**config.mk**
```make
export PLATFORM = sky130hd
export DESIGN_NAME = rmsn_ram
export DESIGN_NICKNAME = d
export VERILOG_FILES = /design/src/hw/rtl/rmsn_ram.sv
export SDC_FILE = /design/constraint.sdc
export NUM_CORES = 1
export LEC_CHECK = 0
export ABC_AREA = 1
export BUFFER_PORTS_ARGS = -buffer_cell sky130_fd_sc_hd__buf_2
export CORE_MARGIN = 1.5
export CORE_UTILIZATION = 40
export DETAILED_ROUTE_END_ITERATION = 8
export PLACE_DENSITY = 0.53
export SLEW_MARGIN = 15
export SYNTH_ARGS = -nofsm -noshare
export SYNTH_HDL_FRONTEND = slang
export SYNTH_SLANG_ARGS = --single-unit
```
**constraint.sdc**
```tcl
create_clock -name clk -period 7.58 [get_ports clk]
set_clock_uncertainty 0.05 [all_clocks]
set_input_delay 1.516 -clock clk [delete_from_list [all_inputs] [get_ports clk]]
set_output_delay 1.516 -clock clk [all_outputs]
set_load 0.02 [all_outputs]
```
**src/hw/rtl/rmsn_ram.sv**
```systemverilog
// ----------------------------------------------------------------------------
// rmsn_ram
// Generic single-write, single-read RAM with registered read data.
// ----------------------------------------------------------------------------
`default_nettype none

module rmsn_ram #(
    parameter int WIDTH = 16,
    parameter int DEPTH = 64,
    parameter int AW    = (DEPTH > 1) ? $clog2(DEPTH) : 1
) (
    input  wire logic             clk,
    input  wire logic             we,
    input  wire logic [AW-1:0]    waddr,
    input  wire logic [WIDTH-1:0] wdata,
    input  wire logic [AW-1:0]    raddr,
    output logic      [WIDTH-1:0] rdata
);

    logic [WIDTH-1:0] mem [DEPTH];

    always_ff @(posedge clk)
    begin
        if (we)
        begin
            mem[waddr] <= wdata;
        end
        rdata <= mem[raddr];
    end

endmodule

`default_nettype wire

```
# After elaboration in Yosys (flattened, before gate mapping)
# Memories as Yosys holds them, arrays and structs flattened. A register that Yosys moved wholly into a read port is not among the register bits.
# Index checks and enable logic that the tools add are counted.
# totals
ff_bits	0
inputBits	30
mem_count	1
ramBits	1024
# op_classes
mux	2
# mem_list
memory	depth	width	read_ports	rd_ports_with_merged_regs	write_ports	line_no	rtl
mem	64	16	1	1	1	20	logic [WIDTH-1:0] mem [DEPTH];
# op_table
operator	n
1-bit 2-to-1 mux	2

# Depth between registers and ports, before layout
# Gate-level depths: netlist of the first run.
# depth
word_depth	2
mapped_depth	12
ltp_nobuf	9

# Worst setup path before layout of the first run
# No wires, ideal clock.
# synth_timing
path_type	input to register
from	input we
to	memory mem[48][0] (enable)
required_ns	7.099
cell_stages	3
setup_slack_ns	3.460
t_arrival_ns	3.640
path_buffers	1
setup_ns	0.431
cell_sequence	clkbuf_1 > nand4_1 > nor4_1
# synth_via
elab_chain_cells	2
# synth_rtl
element	line_no	rtl
start, declared	13	input wire logic we,
1-bit 2-to-1 mux	24	if (we)
1-bit 2-to-1 mux (not written as such)	26	mem[waddr] <= wdata;
end, declared	20	
# Every way passes these cells.

==> results.toml, run 1 <==
[cells_and_area]
post-route-util = 0.453
nNetsFinal = 3584
drive_gt1_frac = 0.0898
fillers = 9541
area_delta_synth_final_pct = 11.9
design_area_um2 = 47100

[place]
gp_congestion = 0.788
dp_hpwl_um = 62700
io_buffers = 45
postPlaceCellArea_um2 = 43600

[detailed_routing]
vias_per_cell = 5.32
drtPass1Iterations = 5
wl_um = 118000
wl_per_cell_um = 23.5
antenna_left = 0
dr_total_vias = 26778
initialDrtViolationCount = 2858
drc = 0

[cts]
cts_setup_buffers = 0
h-tree-depth = 3
cts_made_buffers = 112
ctsResizeCount = 0
clock_latency_ns = 0.70
clkTransAtPathRegs_ns = 0.06
max-clock-path-buffers = 3
cts_tree = "yes"
numClockSinks = 1040
hold_buffers = 0
cts_root_buffer = "clkbuf_16"

[pwr]
power.density_nw_per_um2 = 264
leakagePower_nw = 16.8
ir_drop_mv = 0.195

[yosys]
yosysTopAreaCellShare = 0.730
synth.largest_area_cell = "edfxtp_1"
ys_seq_area_frac = 0.738
synthCells = 3517
synth_area_um2 = 42100
ys_warn_count = 0
synth_cell_types = 16
synth_edf_count = 1024
synth_common_cells = "1,296 x nand2_1, 1,024 x edfxtp_1, 871 x nand3_1"
syn_avg_cell_area_um2 = 12.0
synthFlopType = "edfxtp_1"
synth_area_leaders = "edfxtp_1 73%, nand2_1 12%, nand3_1 10%"
synth_async_sr_flop_share = 0
ys_ff_latch = 1040
post-synth-top-count-cell = "nand2_1"
synth_nets = 3547

[timing]
hold_viol = 0
min_period_over_period = 0.487
whs_ns = 0.747
worst_pin_slew_ns = 1.20
setup_viol = 0
final.setup.tns_ns = 0
slew_viol_final = 0
maxSlewHeadroom = 0.199
rsz0062_at_grt = "no"
min_period_ns = 3.69
max_freq_mhz = 271

[grt]
grtUsageTotal = 0.219
grt_max_degree = 181
grt_pass1_wl_um = 174000
grt-ovfl-total = 0
grt_pass1_vias = 25532
antenna_found_initial = 14

[floorplanning]
ioPinCount = 46
die_h_um = 327
die_x_um = 327
row_count = 118
core_area_um2 = 104000
die_area_um2 = 107000
start_util = 0.405

[worst_hold_path]
min_path_type = "reg2reg"

[critical_path]
path_class = "in2reg"
path_max_fanout = 38
critPathRequiredTime_ns = 8.09
critical_path_arrival_ns = 4.20
end_kind = "flop"
worstSetupStartpointType = "input port"

[run_status]
status = "finished, final reports clean"

[run]
maxCapViolCount = 0
==> layout by cell type (no fill, tap or decap), types with 3 or more instances in the layout <==
cell type      n
bufinv_16      8
buf_2         42
inv_1          7
nor4_2         8
nor2_4         3
buf_12         5
dfxtp_1       16
clkbuf_1      30
inv_6          5
clkinv_8       3
edfxtp_1    1024
clkbuf_16    112
nand3_1      871
nand2_1     1296
nor2_2         6
clkinv_2      23
clkinv_1      23
nor2_1        47
clkinvlp_4     4
diode_2        3
buf_4         98
nand4_1        9
==> cell families (layout without fill, tap and decap cells) <==
logic type / after synthesis / after routing / synth area share
AND/OR/NAND/NOR: 2240 / 2240 / 0.227
flip-flops: 1040 / 1040 / 0.738
buffers and inverters: 237 / 371 / 0.0354
other: 0 / 3 / 0
==> flip-flops by register name, indices dropped and copies added, names as in the netlist <==
name and count:
mem 1024, rdata 16
==> cell type report <==
| class | count | area (µm²) | share of cell area |
|---|---|---|---|
| diodes | 3 | 7.51 | 0.000159 |
| clock buffers | 144 | 2940 | 0.0625 |
| clock inverters | 67 | 577 | 0.0122 |
| inverters | 12 | 72.6 | 0.00154 |
| multi-input cells | 2240 | 9630 | 0.204 |
| flip-flops and latches | 1040 | 31100 | 0.659 |
| well taps | 1380 | 1730 | 0.0367 |
| repair buffers | 148 | 1090 | 0.0231 |
==> critical path, cell delays in order <==
cell and delay, ns:
buf_2 0.08, buf_4 0.42, clkinv_2 0.83, buf_4 0.54, nand2_1 0.14, nand3_1 0.08, nand3_1 0.36, nand2_1 0.10
==> worst paths after layout <==
kind	startpoint	to	slack [ns]	cells past startpoint
max	raddr[3]	rdata[8]$_DFF_P_	3.89	8
min	mem[8][1]$_DFFE_PP_	rdata[1]$_DFF_P_	0.75	8
max reg2reg	mem[47][7]$_DFFE_PP_	rdata[7]$_DFF_P_	5.92	8
min reg2reg	mem[8][1]$_DFFE_PP_	rdata[1]$_DFF_P_	0.75	8
==> per-layer routing <==
metal  part of all wire  vias up  GRT usage
met5            0.00074        -          0
met4              0.020       12     0.0582
met3              0.087      163     0.0488
met2               0.45      905      0.334
met1               0.44    13216      0.318
li1                   -    12482          -
==> through the flow <==
stage               worst slack (ns)  power (mW)  std cells
detailed placement              3.22        7.28       4820
floorplan                       3.46        6.94       3517
CTS                             3.97        12.5       5031
global placement                3.21        7.27       4820
finish                          3.89        12.4       5034
global route                    3.75        12.8       5031
==> power breakdown <==
| group | internal, mW | switching (mW) |
|---|---|---|
| logic | 0.171 | 0.586 |
| clock network | 3.01 | 2.26 |
| registers | 6.37 | 0.0273 |
No activity file was read; power rests on OpenSTA's default activity.
==> run 2, diff against run 1 <==
Settings changed: PLACE_DENSITY 0.53 to 0.55.
Clock period 7.58 ns to 3.08 ns, I/O delays scaled along.
==> results.toml, run 2 (synthesis results as in run 1) <==
[run_status]
status = "finished, final reports clean"

[cells_and_area]
drive_gt1_frac = 0.0978
nNetsFinal = 3632
largest_registers = "mem: 1024 flops, rdata: 16 flops"
mostFrequentLayoutCells = "1,296 x nand2_1, 1,024 x edfxtp_1, 871 x nand3_1, 121 x buf_4, 107 x clkbuf_16"
final_common_cell = "nand2_1"
regMostFlops = "mem"
instances_no_fill = 5078
post-route-util = 0.458
design_area_um2 = 47600
area_delta_synth_final_pct = 13.2
largest_reg_flops = 1024

[timing]
whs_ns = 0.388
hold_viol = 0
final.setup.tns_ns = 0
min_period_ns = 2.23
setup_viol = 0
rsz0062_at_grt = "no"
worst_slack_ns = 0.853
max_freq_mhz = 449
worst_pin_slew_ns = 0.999
min_period_over_period = 0.723
slew_viol_final = 0
maxSlewHeadroom = 0.334

[critical_path]
path_max_fanout = 1
regToRegEndpoint = "rdata[9]$_DFF_P_"
worstSetupStartpointType = "flop"
crit_chain = "buf_2"
critical_path_arrival_ns = 1.56
startpoint = "rdata[9]$_DFF_P_"
max_stage_delay_ns = 0.59
cp_slowest_cell = "dfxtp_1"
crit_family = "flip-flops"
worstReg2RegStart = "mem[2][9]$_DFFE_PP_"
crit_buf_inv = 1
path_class = "reg2out"
cp.depth = 1
reg2reg_slack_ns = 1.42
end_kind = "output port"
ff2ff_path_depth = 8
critPathRequiredTime_ns = 2.41
crit_path_end = "rdata[9]"

[cts]
cts_setup_buffers = 0
cts_made_buffers = 107
ctsResizeCount = 0
h-tree-depth = 3
cts_root_buffer = "clkbuf_16"
cts_tree = "yes"
clock_latency_ns = 0.70
hold_buffers = 0
numClockSinks = 1040
max-clock-path-buffers = 3
clkTransAtPathRegs_ns = 0.06

[grt]
grt_pass1_wl_um = 177000
antenna_found_initial = 11
grt_max_degree = 95
grt_pass1_vias = 25722
grtUsageTotal = 0.223
grt-ovfl-total = 0

[detailed_routing]
wl_per_cell_um = 23.6
antenna_left = 0
initialDrtViolationCount = 2987
wl_met3_um = 9040
dr_total_vias = 27173
vias_per_cell = 5.35
m1WireLength_um = 53600
drtPass1Iterations = 5
wl_um = 120000
topRoutingLayerUsed = "met5"
dr_wl_met2_um = 55000
drc = 0

[pwr]
total_power_mw = 30.0
leakagePower_nw = 17.1
ir_drop_mv = 0.505
power.density_nw_per_um2 = 630

[worst_hold_path]
hold_path_depth = 1
min_path_type = "in2reg"

[run]
maxCapViolCount = 0

[floorplanning]
ioPinCount = 46
core_area_um2 = 104000
die_h_um = 327
die_area_um2 = 107000
start_util = 0.405
die_x_um = 327
row_count = 118

[place]
dp_hpwl_um = 70800
gp_congestion = 0.834
dpl.cell_count = 4873
pre_cts_slack_ns = 0.310
io_buffers = 45
postPlaceCellArea_um2 = 44400
run 2: cell count changes in the layout (fill, tap and decap cells not counted), sizes merged:
| cell | previous run | this run |
|---|---|---|
| clkinv | 51 | 34 |
| buf | 148 | 201 |
| bufinv | 8 | 4 |
| clkinvlp | 4 | 3 |
| clkbuf | 144 | 154 |
| diode | 3 | 7 |
| inv | 16 | 15 |
run 2: power by group:
| part | internal [mW] | leakage, nW | switching, mW |
|---|---|---|---|
| logic | 0.499 | 6.18 | 1.48 |
| registers | 15.7 | 9.35 | 0.0765 |
| clock network | 6.92 | 1.59 | 5.37 |
| total | 23.1 | 17.1 | 6.93 |
run 2: cell type report:
| type | instances | area (µm²) |
|---|---|---|
| Inverter | 12 | 71.3 |
| Tap cell | 1380 | 1730 |
| Timing Repair Buffer | 201 | 1870 |
| Clock inverter | 44 | 353 |
| Fill cell | 9446 | 56300 |
| Sequential cell | 1040 | 31100 |
| Clock buffer | 154 | 2920 |
| Antenna cell | 7 | 17.5 |
| Multi-Input combinational cell | 2240 | 9610 |
run 2: worst min-delay path by stage:
stage | start | end
after floorplan | wdata[0] | mem[0][0]$_DFFE_PP_
after global placement | mem[42][9]$_DFFE_PP_ | rdata[9]$_DFF_P_
after detailed placement | mem[12][10]$_DFFE_PP_ | rdata[10]$_DFF_P_
after CTS | wdata[1] | mem[19][1]$_DFFE_PP_
after global routing | wdata[10] | mem[14][10]$_DFFE_PP_
final | wdata[1] | mem[40][1]$_DFFE_PP_
run 2: per-layer routing:
metal / vias to the layer above / global-route usage
met3: 152 / 0.0391
met1: 13492 / 0.330
met5: - / 0
met2: 944 / 0.346
li1: 12579 / -
met4: 6 / 0.0477
