$ cat src/hw/rtl/rmsn_pkg.sv
// ----------------------------------------------------------------------------
// rmsn_pkg
// Shared types and constants of the RMS row normalizer.
// ----------------------------------------------------------------------------
`default_nettype none

package rmsn_pkg;

    localparam int MAX_WIDTH_DEF = 64;
    localparam int DATA_W        = 16;
    localparam int CNT_W         = 7;
    localparam int SUM_W         = 37;
    localparam int CH_W          = 6;
    localparam int CH_DEPTH      = 64;
    localparam int EPS_W         = 16;
    localparam int CFG_IDX_W     = 2;

    localparam logic [CFG_IDX_W-1:0] REG_ROW_LENGTH    = 2'd0;
    localparam logic [CFG_IDX_W-1:0] REG_EPSILON       = 2'd1;
    localparam logic [CFG_IDX_W-1:0] REG_AFFINE_ENABLE = 2'd2;

    localparam logic OP_SAMPLE = 1'b0;
    localparam logic OP_WEIGHT = 1'b1;

    // one finished row handed from the front to the back
    typedef struct packed {
        logic [CNT_W-1:0] len;
        logic [CNT_W-1:0] count;
        logic [SUM_W-1:0] sum;
    } job_t;

endpackage

`default_nettype wire

$ cat src/hw/rtl/rmsn_front.sv
// ----------------------------------------------------------------------------
// rmsn_front
// Takes items, stores samples and weights, sums squares, queues finished rows.
// ----------------------------------------------------------------------------
`default_nettype none

module rmsn_front #(
    parameter int MAX_WIDTH = rmsn_pkg::MAX_WIDTH_DEF,
    parameter int AW        = (MAX_WIDTH > 1) ? $clog2(MAX_WIDTH) : 1
) (
    input  wire logic                          clk,
    input  wire logic                          rst_n,
    input  wire logic                          accept,
    input  wire logic                          operation,
    input  wire logic [rmsn_pkg::CH_W-1:0]     channel_index,
    input  wire logic [rmsn_pkg::DATA_W-1:0]   data_value,
    input  wire logic [rmsn_pkg::CNT_W-1:0]    len_eff,
    input  wire logic                          job_pop,
    output logic                               job_valid,
    output rmsn_pkg::job_t                     job,
    output logic                               row_we,
    output logic [AW-1:0]                      row_waddr,
    output logic                               wt_we,
    output logic [rmsn_pkg::CH_W-1:0]          wt_waddr,
    output logic [rmsn_pkg::DATA_W-1:0]        wr_data
);
    import rmsn_pkg::*;

    logic [CNT_W-1:0]           count_reg, count_next, count_inc;
    logic [SUM_W-1:0]           sum_reg, sum_next, sum_add;
    logic                       job_valid_reg, job_valid_next;
    job_t                       job_reg, job_next;
    logic signed [2*DATA_W-1:0] sq;
    logic                       is_sample, row_end;

    assign is_sample = accept && (operation == OP_SAMPLE);
    assign sq        = $signed(data_value) * $signed(data_value);
    assign sum_add   = sum_reg + SUM_W'(unsigned'(sq));
    assign count_inc = count_reg + CNT_W'(1);
    assign row_end   = count_inc >= len_eff;

    assign row_we    = is_sample;
    assign row_waddr = count_reg[AW-1:0];
    assign wt_we     = accept && (operation == OP_WEIGHT);
    assign wt_waddr  = channel_index;
    assign wr_data   = data_value;
    assign job_valid = job_valid_reg;
    assign job       = job_reg;

    always_comb
    begin
        count_next     = count_reg;
        sum_next       = sum_reg;
        job_valid_next = job_valid_reg && !job_pop;
        job_next       = job_reg;
        if (is_sample)
        begin
            if (row_end)
            begin
                job_next.len   = len_eff;
                job_next.count = count_inc;
                job_next.sum   = sum_add;
                job_valid_next = 1'b1;
                count_next     = '0;
                sum_next       = '0;
            end
            else
            begin
                count_next = count_inc;
                sum_next   = sum_add;
            end
        end
    end

    always_ff @(posedge clk or negedge rst_n)
    begin
        if (!rst_n)
        begin
            count_reg     <= '0;
            sum_reg       <= '0;
            job_valid_reg <= 1'b0;
        end
        else
        begin
            count_reg     <= count_next;
            sum_reg       <= sum_next;
            job_valid_reg <= job_valid_next;
        end
    end

    always_ff @(posedge clk)
    begin
        job_reg <= job_next;
    end

endmodule

`default_nettype wire

$ cat config.mk
export PLATFORM = sky130hd
export DESIGN_NAME = rmsn_front
export DESIGN_NICKNAME = d
export VERILOG_FILES = /design/src/hw/rtl/rmsn_pkg.sv /design/src/hw/rtl/rmsn_front.sv
export SDC_FILE = /design/constraint.sdc
export NUM_CORES = 1
export LEC_CHECK = 0
export ABC_AREA = 1
export BUFFER_PORTS_ARGS = -buffer_cell sky130_fd_sc_hd__buf_2
export CAP_MARGIN = 25
export CORE_AREA = 4 4 175 177
export DETAILED_ROUTE_END_ITERATION = 10
export DIE_AREA = 0 0 179 181
export GPL_ROUTABILITY_DRIVEN = 0
export PLACE_DENSITY_LB_ADDON = 0.25
export SETUP_SLACK_MARGIN = 0.02
export SLEW_MARGIN = 15
export SYNTH_ARGS = -nofsm -noshare
export SYNTH_HDL_FRONTEND = slang
export SYNTH_SLANG_ARGS = --single-unit
export TNS_END_PERCENT = 1
$ cat constraint.sdc
create_clock -name clk -period 3.25 [get_ports clk]
set_input_delay 0.4875 -clock clk [delete_from_list [all_inputs] [get_ports clk]]
set_output_delay 0.4875 -clock clk [all_outputs]
set_load 0.02 [all_outputs]
Word level (Yosys, flattened, before mapping)
Index checks and enable logic that the tools add are counted.
Widths: inputs -> output; s select.
- latch bits: 0
- bits in read-only memories: 0
- flip-flop bits (word level): 96
- input bits: 34
- memories kept: 0
- bits in writable memories: 0
- div/mod/pow operators: 0
- reduce and logical (&&, ||, !) cells: 5
- magnitude comparators: 1
- equality and inequality tests: 0
- mux-type cells: 4
- $mul: 1
- add/sub/neg operators: 2
- shift-type cells: 0
- bitwise operators: 1
- operators by type and width (kind ; count):
    $add 37x32->37 ; 1
    $mux 37 ; 1
    $mul 16x16->32 ; 1
    $add 7x1->7 const B ; 1
    $ge 7x7->1 ; 1
    $mux 7 ; 1
    $logic_and 1x1->1 ; 3
    $mux 1 ; 2
    $reduce_and 2->1 ; 1
    $logic_not 1->1 ; 1
    $not 1->1 ; 1

Depth between registers and ports, before layout
- depth in word-level cells: 4
- mapped depth: 39
- mapped depth without buffers: 37

Worst setup path after synthesis
OpenSTA, ideal clock, no wires.
- kind: input port to flip-flop
- from: input data_value[3] in the netlist's numbering
- to: register job_reg (netlist bit job[36]) (data pin)
- setup time: 0.255 ns
- setup slack: -3.655 ns
- arrival: 6.650 ns
- cell stages on the path: 32
- required time: 2.995 ns
- path buffers: 2
- cell sequence: clkbuf_1 -> clkbuf_1 -> nand2_1 -> inv_1 -> fa_1 -> inv_1 -> fa_1 -> inv_1 -> fa_1 -> inv_1 -> fa_1 -> fa_1 -> inv_1 -> fa_1 -> ha_1 -> nand2_1 -> nor2_1 -> inv_1 -> nor4_1 -> nand3_1 -> nand3_1 -> inv_1 -> nand2_1 -> nand2_1 -> ha_1 -> nand2_1 -> nor2_1 -> nor3b_1 -> nand2_1 -> nand2_2 -> nand3_1 -> and2_1
- longest elaborated chain between the ends: 2
- RTL lines (element ; line ; source):
    from (decl) ; rmsn_front.sv:16 ; input wire logic [rmsn_pkg::DATA_W-1:0] data_value,
    $mul 16x16->32 ; rmsn_front.sv:37 ; assign sq = $signed(data_value) * $signed(data_value);
    $add 37x32->37 ; rmsn_front.sv:38 ; assign sum_add = sum_reg + SUM_W'(unsigned'(sq));
    net sum_add[36] ; rmsn_front.sv:30 ; logic [SUM_W-1:0] sum_reg, sum_next, sum_add;
    to (signal assigned) ; rmsn_front.sv:93 ; job_reg <= job_next;
    to (decl) ; rmsn_front.sv:32 ; job_t job_reg, job_next;
The timed path passes the listed nets, and every way through them passes these cells.
A chain may end at the register's enable or synchronous reset.

Final worst setup path
- from: input data_value[15] in the netlist's numbering
- to: register job_reg (netlist bit job[34]) (data pin)
The elaborated chain is that of the path after synthesis.

==> flow_summary.yaml <==
outcome:
  status: "complete, but fails checks"
  violations: "setup timing"
yosys:
  ys_async_sr_fraction: 0.469
  synth-edff-count: 51
  synth_top_area_cell: "fa_1"
  synth-seq-area-share: 0.169
  ys_types: 41
  synth.top_cell.area_share: 0.301
  synth_fp_nets: 2412
  yosysWarnings: 0
  synth_area_per_cell_sq_um: 7.82
  synth_top_family_by_area: "adder cells"
  synth_xor_xnor_area_share: 0.0334
  yosys-mux-area-fraction: 0
  synth_top_flop_cell: "edfxtp_1"
  synth_compound_area_frac: 0.0470
  synthAdderAreaFrac: 0.402
  synth.area.top_cells: "fa_1, nand2_1, inv_1"
  synth_area_sq_um: 15700
  synth-seq-cells: 96
  syn-instance-count: 2014
  synthSimpleGateAreaFrac: 0.201
critical_path:
  r2r_slack_ps: 360
  worstPathRequired_ps: 3370
  critPathCaptureType: "flip-flop"
  path_class: "input pin to flip-flop"
  worstPathArrival_ps: 6880
  crit_fanout: 7
  cp-start-kind: "input pin"
sta:
  final.setup.tns_ps: -187330
  slew_headroom: 0.534
  rsz0062_at_grt: "yes"
  fmaxAchievable_mhz: 148
  setup_violations: 66
  layout_setup_ws_ps: -3520
  hold_viol: 0
  min_period_ps: 6770
  slew_violations: 0
  period_share: 2.08
  worst_slew_pin_slew_ps: 698
  fin_skew_ps: 10.7
floorplan:
  die_h_um: 181
  dieArea_sq_um: 32400
  die_x_um: 179
  num_rows: 63
  ios: 116
  start_util: 0.538
  core-area_sq_um: 29200
clock_tree:
  cts.sinks: 96
  clk_latency_ps: 350
  numCtsBuffers: 9
  clk_path_buf_depth: 2
  htreeDepth: 3
  clk_pin_slew_ps: 80
  cts_tree: "done"
  cts_root_buffer: "clkbuf_16"
routing:
  via_per_inst: 5.00
  wl_um: 41900
  routedWlPerCell_um: 15.1
  drt-met1-wl_um: 17800
  drt_iter0_drc: 889
  first_pass_iters: 6
  dr_wl_met2_um: 21100
  num_vias: 13864
  dr.max_layer_used: "met4"
  wl_met3_um: 1980
  drc: 0
  ant_nets: 0
global_route:
  antenna_found_initial: 1
  grt_start_max_net_pins: 35
  grt_overflow: 0
  grt_pass1_wl_um: 70300
  grt_pass1_vias: 14707
  track_usage: 0.268
place:
  hpwlAfterDp_um: 33800
  numPortBuffers: 103
  pre_cts_ws_ps: -4200
  dpl.cell_count: 2742
finish:
  diodes: 0
  nets: 2774
  multi_input_area_sq_um: 12000
  seqCellArea_sq_um: 2660
  syn_to_final_growth_pct: 30.0
  largest_reg_flops: 51
  fillers: 2267
  drive_gt1_frac: 0.284
  stdcell_count: 2771
hold_path:
  worstHoldPathType: "input pin to async pin"
run:
  maxCapViolations: 0
-- per-stage QoR --
stage / util / hold WS, ps / instance area [sq um]
2_1_floorplan: - / 192 / 15900
3_3_place_gp: 0.643 / 468 / 18800
3_5_place_dp: 0.643 / 473 / 18800
4_1_cts: 0.685 / 168 / 20000
5_1_grt: 0.700 / 201 / 20500
6_report: 0.700 / 161 / 20500
-- kinds of logic after synthesis --
group,after synthesis
AO/OA/AOI/OAI,132
buffers and inverters,590
AND/OR/NAND/NOR,772
flip-flops,96
XOR/XNOR,60
adder cells (fa/ha/maj),364
-- worst max-delay path, stage by stage --
cell      delay, ps
buf_6           120
buf_6           130
nand2_4          70
inv_2            40
fa_2            590
inv_4            60
fa_2            630
fa_1            450
fa_1            550
inv_1            50
fa_1            500
fa_1            420
ha_1            370
nand2_1         160
nor3_2          280
nand3_1         120
o211ai_1        300
xor2_1          150
ha_1            380
nand2_1         120
inv_2           110
nand2_4          90
nor3b_2         190
nand2_1         110
nand2_2         140
nand3_2         100
and2_4          170
-- synthesized netlist by cell type (5+ instances only) --
cell type / instances
a21o_1: 6
a21oi_1: 70
and2_1: 13
buf_4: 30
clkbuf_1: 35
dfrtp_1: 45
edfxtp_1: 51
fa_1: 237
ha_1: 127
inv_1: 521
nand2_1: 529
nand2_2: 6
nand3_1: 74
nand3b_1: 5
nand4_1: 17
nor2_1: 99
nor2_2: 5
nor3_1: 16
o21ai_0: 28
o21bai_1: 13
xnor2_1: 12
xor2_1: 48
-- metal layers --
metal,up-vias,global-route usage
li1,6674,-
met1,6737,0.358
met2,370,0.463
met3,83,0.0322
met4,0,0.0682
met5,-,0
-- placed cells by master, fill, tap and decap left out, types with 15 or more instances in the layout --
master    netlist  layout
buf_2           2      89
xor2_2          0      15
buf_4          30     304
a21oi_2         1      32
nor2_1         99      62
fa_1          237     227
nor2_2          5      37
nand2_1       529     493
xor2_1         48      29
buf_6           0      18
a21oi_1        70      38
o21ai_0        28      18
ha_1          127      90
nand2_2         6      37
nand3_1        74      59
inv_1         521     508
dfrtp_1        45      45
ha_4            0      36
nand4_1        17      17
edfxtp_1       51      51
nand3_2         1      16
-- final timing paths --
check | start | end | cells past startpoint
setup / recovery | data_value[15] | job[34] | 27
hold / removal | rst_n | sum_reg[20] | 1
setup reg to reg | count_reg[0] | sum_reg[12] | 13
hold reg to reg | sum_reg[17] | sum_reg[17] | 2
max in group asynchronous | rst_n | sum_reg[30] | 2
min in group clk | len_eff[6] | job[50] | 1
-- what timing repair did --
item                       in CTS  in global routing
setup buffers                  11                  2
pin swaps                      54                 18
setup endpoints to repair      66                 66
gates resized for setup       179                 89
hold buffers                    0                  0
-- final cells by class --
class,instances,area share
flip-flops and latches,96,0.130
clock inverters,7,0.00306
multi-input cells,1328,0.587
inverters,523,0.0961
repair buffers,418,0.150
well taps,390,0.0238
clock buffers,9,0.0110
Power is left out: the tool's default activity adds up to more than one toggle a clock period on the data nets, which glitch-free logic cannot reach.
