[config.mk]
export PLATFORM = sky130hd
export DESIGN_NAME = rmsn_back
export DESIGN_NICKNAME = d
export VERILOG_FILES = /design/src/hw/rtl/rmsn_pkg.sv /design/src/hw/rtl/rmsn_back.sv
export SDC_FILE = /design/constraint.sdc
export NUM_CORES = 2
export LEC_CHECK = 0
export BUFFER_PORTS_ARGS = -buffer_cell sky130_fd_sc_hd__buf_2
export CAP_MARGIN = 15
export CORE_AREA = 10 10 603 428
export DETAILED_ROUTE_END_ITERATION = 8
export DIE_AREA = 0 0 613 438
export SYNTH_ARGS = -nofsm -noshare
export SYNTH_HDL_FRONTEND = slang
export SYNTH_SLANG_ARGS = --single-unit
[constraint.sdc]
create_clock -name clk -period 12.2 [get_ports clk]
set_clock_uncertainty 0.1 [all_clocks]
set_input_delay 3.05 -clock clk [delete_from_list [all_inputs] [get_ports clk]]
set_output_delay 3.05 -clock clk [all_outputs]
set_load 0.01 [all_outputs]
[src/hw/rtl/rmsn_pkg.sv]
// ----------------------------------------------------------------------------
// rmsn_pkg
// Shared types and constants of the RMS row normalizer.
// ----------------------------------------------------------------------------
`default_nettype none

package rmsn_pkg;

    localparam int MAX_WIDTH_DEF = 64;
    localparam int DATA_W        = 16;
    localparam int CNT_W         = 7;
    localparam int SUM_W         = 37;
    localparam int CH_W          = 6;
    localparam int CH_DEPTH      = 64;
    localparam int EPS_W         = 16;
    localparam int CFG_IDX_W     = 2;

    localparam logic [CFG_IDX_W-1:0] REG_ROW_LENGTH    = 2'd0;
    localparam logic [CFG_IDX_W-1:0] REG_EPSILON       = 2'd1;
    localparam logic [CFG_IDX_W-1:0] REG_AFFINE_ENABLE = 2'd2;

    localparam logic OP_SAMPLE = 1'b0;
    localparam logic OP_WEIGHT = 1'b1;

    // one finished row handed from the front to the back
    typedef struct packed {
        logic [CNT_W-1:0] len;
        logic [CNT_W-1:0] count;
        logic [SUM_W-1:0] sum;
    } job_t;

endpackage

`default_nettype wire

[src/hw/rtl/rmsn_back.sv]
// ----------------------------------------------------------------------------
// rmsn_back
// Divides, finds the inverse square root and streams out the scaled row.
// ----------------------------------------------------------------------------
`default_nettype none

module rmsn_back #(
    parameter int MAX_WIDTH = rmsn_pkg::MAX_WIDTH_DEF,
    parameter int AW        = (MAX_WIDTH > 1) ? $clog2(MAX_WIDTH) : 1
) (
    input  wire logic                          clk,
    input  wire logic                          rst_n,
    input  wire logic                          job_valid,
    input  rmsn_pkg::job_t                     job,
    input  wire logic [rmsn_pkg::EPS_W-1:0]    epsilon,
    input  wire logic                          affine_enable,
    output logic                               job_pop,
    output logic                               busy,
    output logic [AW-1:0]                      row_raddr,
    output logic [rmsn_pkg::CH_W-1:0]          wt_raddr,
    input  wire logic [rmsn_pkg::DATA_W-1:0]   row_rdata,
    input  wire logic [rmsn_pkg::DATA_W-1:0]   wt_rdata,
    output logic [rmsn_pkg::DATA_W-1:0]        normalized_value,
    output logic                               last_of_row,
    output logic                               done
);
    import rmsn_pkg::*;

    localparam int INV_W = 41;
    localparam int MS_W  = SUM_W + 1;
    localparam int ACC_W = 122;
    localparam int P_W   = DATA_W + INV_W + 1;
    localparam int M_W   = 2 * DATA_W;
    localparam logic [ACC_W-1:0] LIMIT = ACC_W'(1) << 80;

    typedef enum logic [2:0] {S_IDLE, S_DIV, S_MS, S_ISQ, S_EMIT, S_DRAIN} state_t;

    state_t                 state_reg;
    logic [5:0]             step_reg;
    logic [SUM_W-1:0]       div_reg;
    logic [CNT_W-1:0]       rem_reg, len_reg, num_reg, idx_reg;
    logic [MS_W-1:0]        ms_reg;
    logic [ACC_W-1:0]       s_reg, a_reg, b_reg;
    logic [INV_W-1:0]       q_reg;
    logic                   v1_reg, v2_reg, v3_reg, v4_reg;
    logic                   l1_reg, l2_reg, l3_reg, l4_reg;
    logic signed [P_W-1:0]  p2_reg;
    logic [DATA_W-1:0]      w2_reg, w3_reg, y3_reg, y4_reg;
    logic signed [M_W-1:0]  m4_reg;
    logic [DATA_W-1:0]      out_reg;
    logic                   last_reg, done_reg;

    logic [CNT_W:0]         rem_sh;
    logic                   ge;
    logic [MS_W-1:0]        ms_c;
    logic [ACC_W-1:0]       trial;
    logic                   fit;
    logic                   issue;
    logic signed [P_W-1:0]  p_c, p_rnd, p_sh;
    logic [DATA_W-1:0]      y_c, wy_c;
    logic signed [M_W-1:0]  m_rnd, m_sh;

    assign rem_sh = {rem_reg, div_reg[SUM_W-1]};
    assign ge     = rem_sh >= {1'b0, len_reg};
    assign ms_c   = MS_W'(div_reg) + MS_W'(epsilon);
    assign trial  = s_reg + a_reg + b_reg;
    assign fit    = trial <= LIMIT;
    assign issue  = (state_reg == S_EMIT);

    assign row_raddr = idx_reg[AW-1:0];
    assign wt_raddr  = idx_reg[CH_W-1:0];
    assign job_pop   = (state_reg == S_IDLE) && job_valid;
    assign busy      = (state_reg != S_IDLE);

    assign p_c   = P_W'($signed(row_rdata)) * P_W'($signed({1'b0, q_reg}));
    assign p_rnd = p2_reg + (P_W'(1) <<< 28);
    assign p_sh  = p_rnd >>> 29;
    assign m_rnd = m4_reg + (M_W'(1) <<< 10);
    assign m_sh  = m_rnd >>> 11;

    always_comb
    begin
        if (p_sh > P_W'(32767))
        begin
            y_c = 16'h7FFF;
        end
        else if (p_sh < -P_W'(32768))
        begin
            y_c = 16'h8000;
        end
        else
        begin
            y_c = p_sh[DATA_W-1:0];
        end
        if (m_sh > M_W'(32767))
        begin
            wy_c = 16'h7FFF;
        end
        else if (m_sh < -M_W'(32768))
        begin
            wy_c = 16'h8000;
        end
        else
        begin
            wy_c = m_sh[DATA_W-1:0];
        end
    end

    always_ff @(posedge clk or negedge rst_n)
    begin
        if (!rst_n)
        begin
            state_reg <= S_IDLE;
            step_reg  <= '0;
            idx_reg   <= '0;
            v1_reg    <= 1'b0;
            v2_reg    <= 1'b0;
            v3_reg    <= 1'b0;
            v4_reg    <= 1'b0;
            done_reg  <= 1'b0;
        end
        else
        begin
            v1_reg   <= issue;
            v2_reg   <= v1_reg;
            v3_reg   <= v2_reg;
            v4_reg   <= v3_reg;
            done_reg <= v4_reg;
            case (state_reg)
                S_IDLE:
                begin
                    if (job_valid)
                    begin
                        step_reg  <= '0;
                        state_reg <= S_DIV;
                    end
                end
                S_DIV:
                begin
                    step_reg <= step_reg + 6'd1;
                    if (step_reg == 6'(SUM_W - 1))
                    begin
                        state_reg <= S_MS;
                    end
                end
                S_MS:
                begin
                    step_reg  <= '0;
                    state_reg <= S_ISQ;
                end
                S_ISQ:
                begin
                    step_reg <= step_reg + 6'd1;
                    if (step_reg == 6'(INV_W - 1))
                    begin
                        idx_reg   <= '0;
                        state_reg <= S_EMIT;
                    end
                end
                S_EMIT:
                begin
                    idx_reg <= idx_reg + CNT_W'(1);
                    if (idx_reg == num_reg - CNT_W'(1))
                    begin
                        state_reg <= S_DRAIN;
                    end
                end
                S_DRAIN:
                begin
                    if (!v1_reg && !v2_reg && !v3_reg && !v4_reg)
                    begin
                        state_reg <= S_IDLE;
                    end
                end
                default:
                begin
                    state_reg <= S_IDLE;
                end
            endcase
        end
    end

    always_ff @(posedge clk)
    begin
        case (state_reg)
            S_IDLE:
            begin
                len_reg <= job.len;
                num_reg <= job.count;
                div_reg <= job.sum;
                rem_reg <= '0;
            end
            S_DIV:
            begin
                rem_reg <= ge ? CNT_W'(rem_sh - {1'b0, len_reg}) : rem_sh[CNT_W-1:0];
                div_reg <= {div_reg[SUM_W-2:0], ge};
            end
            S_MS:
            begin
                ms_reg <= ms_c;
                s_reg  <= '0;
                a_reg  <= '0;
                b_reg  <= ACC_W'(ms_c) << 80;
                q_reg  <= '0;
            end
            S_ISQ:
            begin
                // trial adds 2q*2^k*ms + 4^k*ms to q^2*ms
                if (fit)
                begin
                    s_reg <= trial;
                end
                a_reg <= (a_reg >> 1) + (fit ? b_reg : '0);
                b_reg <= b_reg >> 2;
                if (step_reg == 6'(INV_W - 1) && ms_reg == '0)
                begin
                    q_reg <= INV_W'(1) << (INV_W - 1);
                end
                else
                begin
                    q_reg <= {q_reg[INV_W-2:0], fit};
                end
            end
            default:
            begin
            end
        endcase
        l1_reg   <= (idx_reg == num_reg - CNT_W'(1));
        p2_reg   <= p_c;
        w2_reg   <= wt_rdata;
        l2_reg   <= l1_reg;
        y3_reg   <= y_c;
        w3_reg   <= w2_reg;
        l3_reg   <= l2_reg;
        m4_reg   <= $signed(y3_reg) * $signed(w3_reg);
        y4_reg   <= y3_reg;
        l4_reg   <= l3_reg;
        out_reg  <= affine_enable ? wy_c : y4_reg;
        last_reg <= l4_reg;
    end

    assign normalized_value = out_reg;
    assign last_of_row      = last_reg && done_reg;
    assign done             = done_reg;

endmodule

`default_nettype wire

Yosys cells after proc, flatten, opt, wreduce, memory -nomap -nowiden
Cells that the tools add are included.

Flip-flop bits (word level): 699. Logic and storage cells: 107.

Add/subtract/negate cells: 10. Multipliers: 2. $lt $le $gt $ge: 6. Equal/unequal tests: 14. Muxes and demuxes: 24. Reductions and logical operators: 22.

Operators by type and width (count): $pmux W122 S2 (3); $add A122 B122 Y122 (2); $mux W122 (2); $add A121 B122 Y122 (1); $le A122 B81 Y1 const B (1); $pmux W41 S2 (1); $pmux W37 S2 (1); $mux W16 (4); $add A58 B30 Y58 const B (1); $mul A16 B42 Y58 (1); $mux W41 (1); $add A37 B16 Y38 (1); $logic_not A38 Y1 (1); $add A32 B12 Y32 const B (1); $mul A16 B16 Y32 (1); $gt A29 B16 Y1 const B (1); $lt A29 B16 Y1 const B (1); $pmux W7 S2 (2); $gt A21 B16 Y1 const B (1); $lt A21 B16 Y1 const B (1); $pmux W3 S6 (1); $pmux W6 S3 (1); $mux W3 (5); $mux W7 (2); other kinds (21) (41).

Longest topological paths before layout
Depth in word-level cells: 6. Mapped depth: 37. Gate-level depth less buffers: 35.

Worst setup path after synthesis
Ideal clock, no wire load.

Path type: register -> register. Start: register state_reg[1]. End: register s_reg[0] (enable). Setup time: 0.491 ns. Arrival: 9.238 ns. Data required time: 11.609 ns. Setup slack: 2.371 ns. Cell stages (with the launch flop): 5. Cells stage by stage: dfrtp_1 clkbuf_1 nand2b_1 inv_1 o21a_1.

Cells in the longest elaborated chain, start to end: 3.

RTL lines: start, declared (line rmsn_back.sv:38) `state_t state_reg;`; start signal, assigned (line rmsn_back.sv:113) `state_reg <= S_IDLE;`; start signal, assigned (line rmsn_back.sv:135) `state_reg <= S_DIV;`; start signal, assigned (line rmsn_back.sv:143) `state_reg <= S_MS;`; $eq A3 B2 Y1 (line rmsn_back.sv:185) `case (state_reg)`; $ne A2 B2 Y1 (no line) / $reduce_bool A2 Y1 (equally long branches); $reduce_and A2 Y1 (no line) (*); end signal, assigned (line rmsn_back.sv:211) `s_reg <= trial;`; end, declared (line rmsn_back.sv:43) `logic [ACC_W-1:0] s_reg, a_reg, b_reg;`.

Every way passes the cells marked *; elsewhere a longest branch is shown, timed or not. A chain may end at the register's enable or synchronous reset.

Worst setup path after layout
Start: register s_reg[1]. End: register a_reg[113] (data pin).

Cells in the longest elaborated chain, start to end: 6.

RTL lines: $add A122 B122 Y122 (2 in series) (line rmsn_back.sv:66) `assign trial = s_reg + a_reg + b_reg;`; $le A122 B81 Y1 (line rmsn_back.sv:67) `assign fit = trial <= LIMIT;`; $mux W122 (line rmsn_back.sv:213) `a_reg <= (a_reg >> 1) + (fit ? b_reg : '0);`; $add A121 B122 Y122 (line rmsn_back.sv:213); $pmux W122 S2 (line rmsn_back.sv:185); end signal, assigned (line rmsn_back.sv:213); end, declared (line rmsn_back.sv:43).

No other way between the ends.

==> impl_results.rst <==
.. list-table::
   :header-rows: 1

   * - Metric
     - Value
   * - Die Width
     - 613 um
   * - Syn_area_per_cell
     - 9.34 um2
   * - Deepest level of the CTS H-tree
     - 3
   * - Area contributors post-synth
     - fa_1 25%, edfxtp_1 20%, ha_1 8.8%, nand2_1 5.4%, inv_1 5.1%
   * - Type of the worst setup path
     - reg2reg
   * - Proportion of layout cells with a drive suffix above 1
     - 5.40%
   * - Maximum net fanout on the critical path
     - 7
   * - Setup WS post-layout
     - 0.362 ns
   * - Total Routing Usage GR
     - 15.8%
   * - Total via count in the routed design
     - 57273
   * - Share of flip-flops with an asynchronous set or reset after synthesis
     - 3.20%
   * - DRC violation count after routing
     - 0
   * - Starting density of the core
     - 29.8%
   * - Multiplexer share of the synthesized area
     - 0.488%
   * - Number of antenna violations at the first check in global routing
     - 3
   * - Final net count
     - 9370
   * - RSZ-0062 raised after global routing
     - false
   * - Nature of the critical path endpoint
     - register
   * - DP Wirelength
     - 167000 um
   * - Fin crit period
     - 11.84 ns
   * - Iteration-0 DRC Markers
     - 5404
   * - # rows
     - 153
   * - Remaining Overflow, GRT
     - 0
   * - Final setup violating endpoints
     - 0
   * - Final routed wirelength across all metal layers
     - 217000 um
   * - Cell taking the most area after synthesis
     - fa_1
   * - Synthesized Nets
     - 9423
   * - Clock Tree Buf Depth
     - 3
   * - I/O Buffers
     - 134
   * - Cells after Synth
     - 7876
   * - Number of instances in the placed design
     - 10992
   * - Core region area
     - 247000 um2
   * - Crit start category
     - register
   * - Top-level port count
     - 135
   * - Post-synth design cell area
     - 73500 um2
   * - Run status
     - complete, no violations
   * - Drt pass-1 iters
     - 5
   * - XOR/XNOR share of the synthesized area
     - 3.92%
   * - Count of filler cells inserted in the layout
     - 25310
   * - Vias in the first global route
     - 57903
   * - Most frequent cell after synthesis
     - nand2_1
   * - Simple-gate share of the synthesized area
     - 18.4%
   * - Transition at the pin with the smallest max-transition slack
     - 1.22 ns
   * - Insertion delay of the later-clocked pin in the worst-skew pair
     - 0.71 ns
   * - Most frequent cells after synthesis
     - 1050 x nand2_1, 1006 x inv_1, 926 x fa_1
   * - Seq/Total Area, Yosys
     - 24.8%
   * - Path category of the worst min-delay check
     - reg2reg
   * - Crit path to
     - a_reg[113]$_SDFFCE_PN0P_
   * - Area overhead of the layout relative to synthesis
     - 9.18%
   * - Worst slew margin relative to its limit
     - 18.2%
   * - Worst R2R Setup Slack
     - 0.36 ns
   * - Die height
     - 438 um
   * - Hold_buf cts
     - 0
   * - Area fraction in compound gates after synthesis
     - 11.2%
   * - Critical register-to-register path endpoint
     - a_reg[113]$_SDFFCE_PN0P_
   * - Dominant combinational cell family by area after synthesis
     - adder cells
   * - Slowest CP cell
     - xnor2_1
   * - Antenna-violating nets left
     - 0
   * - Average routed wire per standard cell
     - 19.4 um
   * - Average via count per standard cell
     - 5.14
   * - Crit path largest cell delay
     - 0.66 ns
   * - Reg2Reg Depth
     - 38
   * - Synth warn
     - 0
   * - Number of unique standard cell types used by synthesis
     - 90
   * - Number of CTS-inserted buffers
     - 79
   * - First-pass GRT wire length
     - 341000 um
   * - Count of placed standard cells in the final layout, fillers left out
     - 11145
   * - Worst endpoint data arrival time
     - 12.20 ns
   * - Startpoint of the most critical setup path
     - s_reg[1]$_SDFFCE_PN0P_
   * - Top flip-flop cell by instance count after synthesis
     - edfxtp_1
   * - Required time of the critical path
     - 12.56 ns
   * - Clock transition at the registers of the reported paths
     - 0.07 ns
   * - Hold violation count in the final report
     - 0
   * - Maximum clock frequency
     - 84.5 MHz
   * - Launch instance of the worst register-to-register path
     - s_reg[1]$_SDFFCE_PN0P_
   * - Max_cap viols
     - 0
   * - CTS tree
     - built
   * - Fraction of synthesized cell area taken by the top area cell type
     - 25.2%
   * - Number of slew-limit violations in the final report
     - 0
   * - Maximum number of pins on one net before global-route repair
     - 157
   * - Period utilisation layout
     - 97.0%
   * - Count of state elements after synthesis
     - 657
   * - Full die area
     - 268000 um2
   * - CTS Root Cell
     - clkbuf_16
   * - Dominant cell type by count on the critical path
     - buf_4
   * - Number of enable flip-flop cells after synthesis
     - 499
   * - Count of clock tree sinks
     - 657
   * - Post-synthesis share of cell area spent on full adders, half adders and majority gates
     - 34.0%
   * - Placement Setup Slack
     - -0.440 ns
   * - GP Congestion
     - 0.954
==> worst max-delay path: cells and delay by family (launching register included) <==
family | cells | cell delay (ns)
DFF | 1 | 0.41
adders and majority gates | 4 | 1.48
buffers and inverters | 6 | 1.09
xor gates and xnor gates | 2 | 0.83
AOI/OAI and AO/OA | 16 | 4.62
and+or+nand+nor | 10 | 3.03
==> cell families (layout without fill, tap and decap cells) <==
group           Yosys count  count (layout)
fa+ha+maj              1444            1444
compound gates         1291            1291
other cells               0               2
flops                   657             657
simple gates           2767            2767
buf+inv                1355            1367
mux                      33              33
xor+xnor                329             329
==> what timing repair did <==
item                                    in CTS  in global routing
setup buffers                                0                  3
gates resized for setup                      6                  7
endpoints found under the setup margin      26                 36
pin swaps                                    0                  1
==> area by class of cell <==
class	count	area, um2	area share, %
multi-input cells	5864	50100	62.4
flip-flops and latches	657	18300	22.7
well taps	3255	4070	5.07
inverters	1007	3790	4.72
clock buffers	92	2070	2.57
repair buffers	214	1330	1.65
clock inverters	54	639	0.796
diodes	2	5.00	0.00623
==> metrics by stage <==
step	util, %	hold WS, ns	setup TNS, ns	instance area (um2)
final	32.6	0.225	0	80300
after global routing	32.6	0.236	0	80300
after detailed placement	31.4	0.213	-4.21	77500
after CTS	32.5	0.227	0	80200
after global placement	31.4	0.216	-2.14	77500
after floorplan	-	0.210	0	73500
==> worst min path at each step <==
stage / from / to / slack, ns / depth (start not counted)
final: l4_reg$_DFF_P_ / last_reg$_DFF_P_ / 0.22 / 0
after global routing: w2_reg[2]$_DFF_P_ / w3_reg[2]$_DFF_P_ / 0.24 / 0
after CTS: l4_reg$_DFF_P_ / last_reg$_DFF_P_ / 0.23 / 0
after detailed placement: l4_reg$_DFF_P_ / last_reg$_DFF_P_ / 0.21 / 0
after global placement: l4_reg$_DFF_P_ / last_reg$_DFF_P_ / 0.22 / 0
after floorplan: l1_reg$_DFF_P_ / l2_reg$_DFF_P_ / 0.21 / 0
==> cell usage in the layout, fill, tap and decap left out, drive strengths merged, types with 98 or more instances in the layout <==
cell type	instances
dfxtp	137
o21ai	270
nor2	447
and2	599
nand4	121
nor3	98
a21oi	400
nand2	1050
inv	1014
buf	213
nand3	105
xor2	144
xnor2	185
fa	926
edfxtp	499
a21o	178
ha	518
==> layer usage <==
metal | share of wire [%] | global-route usage (%) | vias to the layer above
met5 | 0.0060 | 0 | -
met1 | 50 | 25.1 | 28693
met2 | 39 | 21.6 | 2385
met4 | 1.2 | 2.51 | 2
met3 | 9.9 | 3.88 | 222
li1 | - | - | 25971
Power is not shown: default switching activity piles up to over one toggle a cycle in this logic, so the estimate is an artifact.
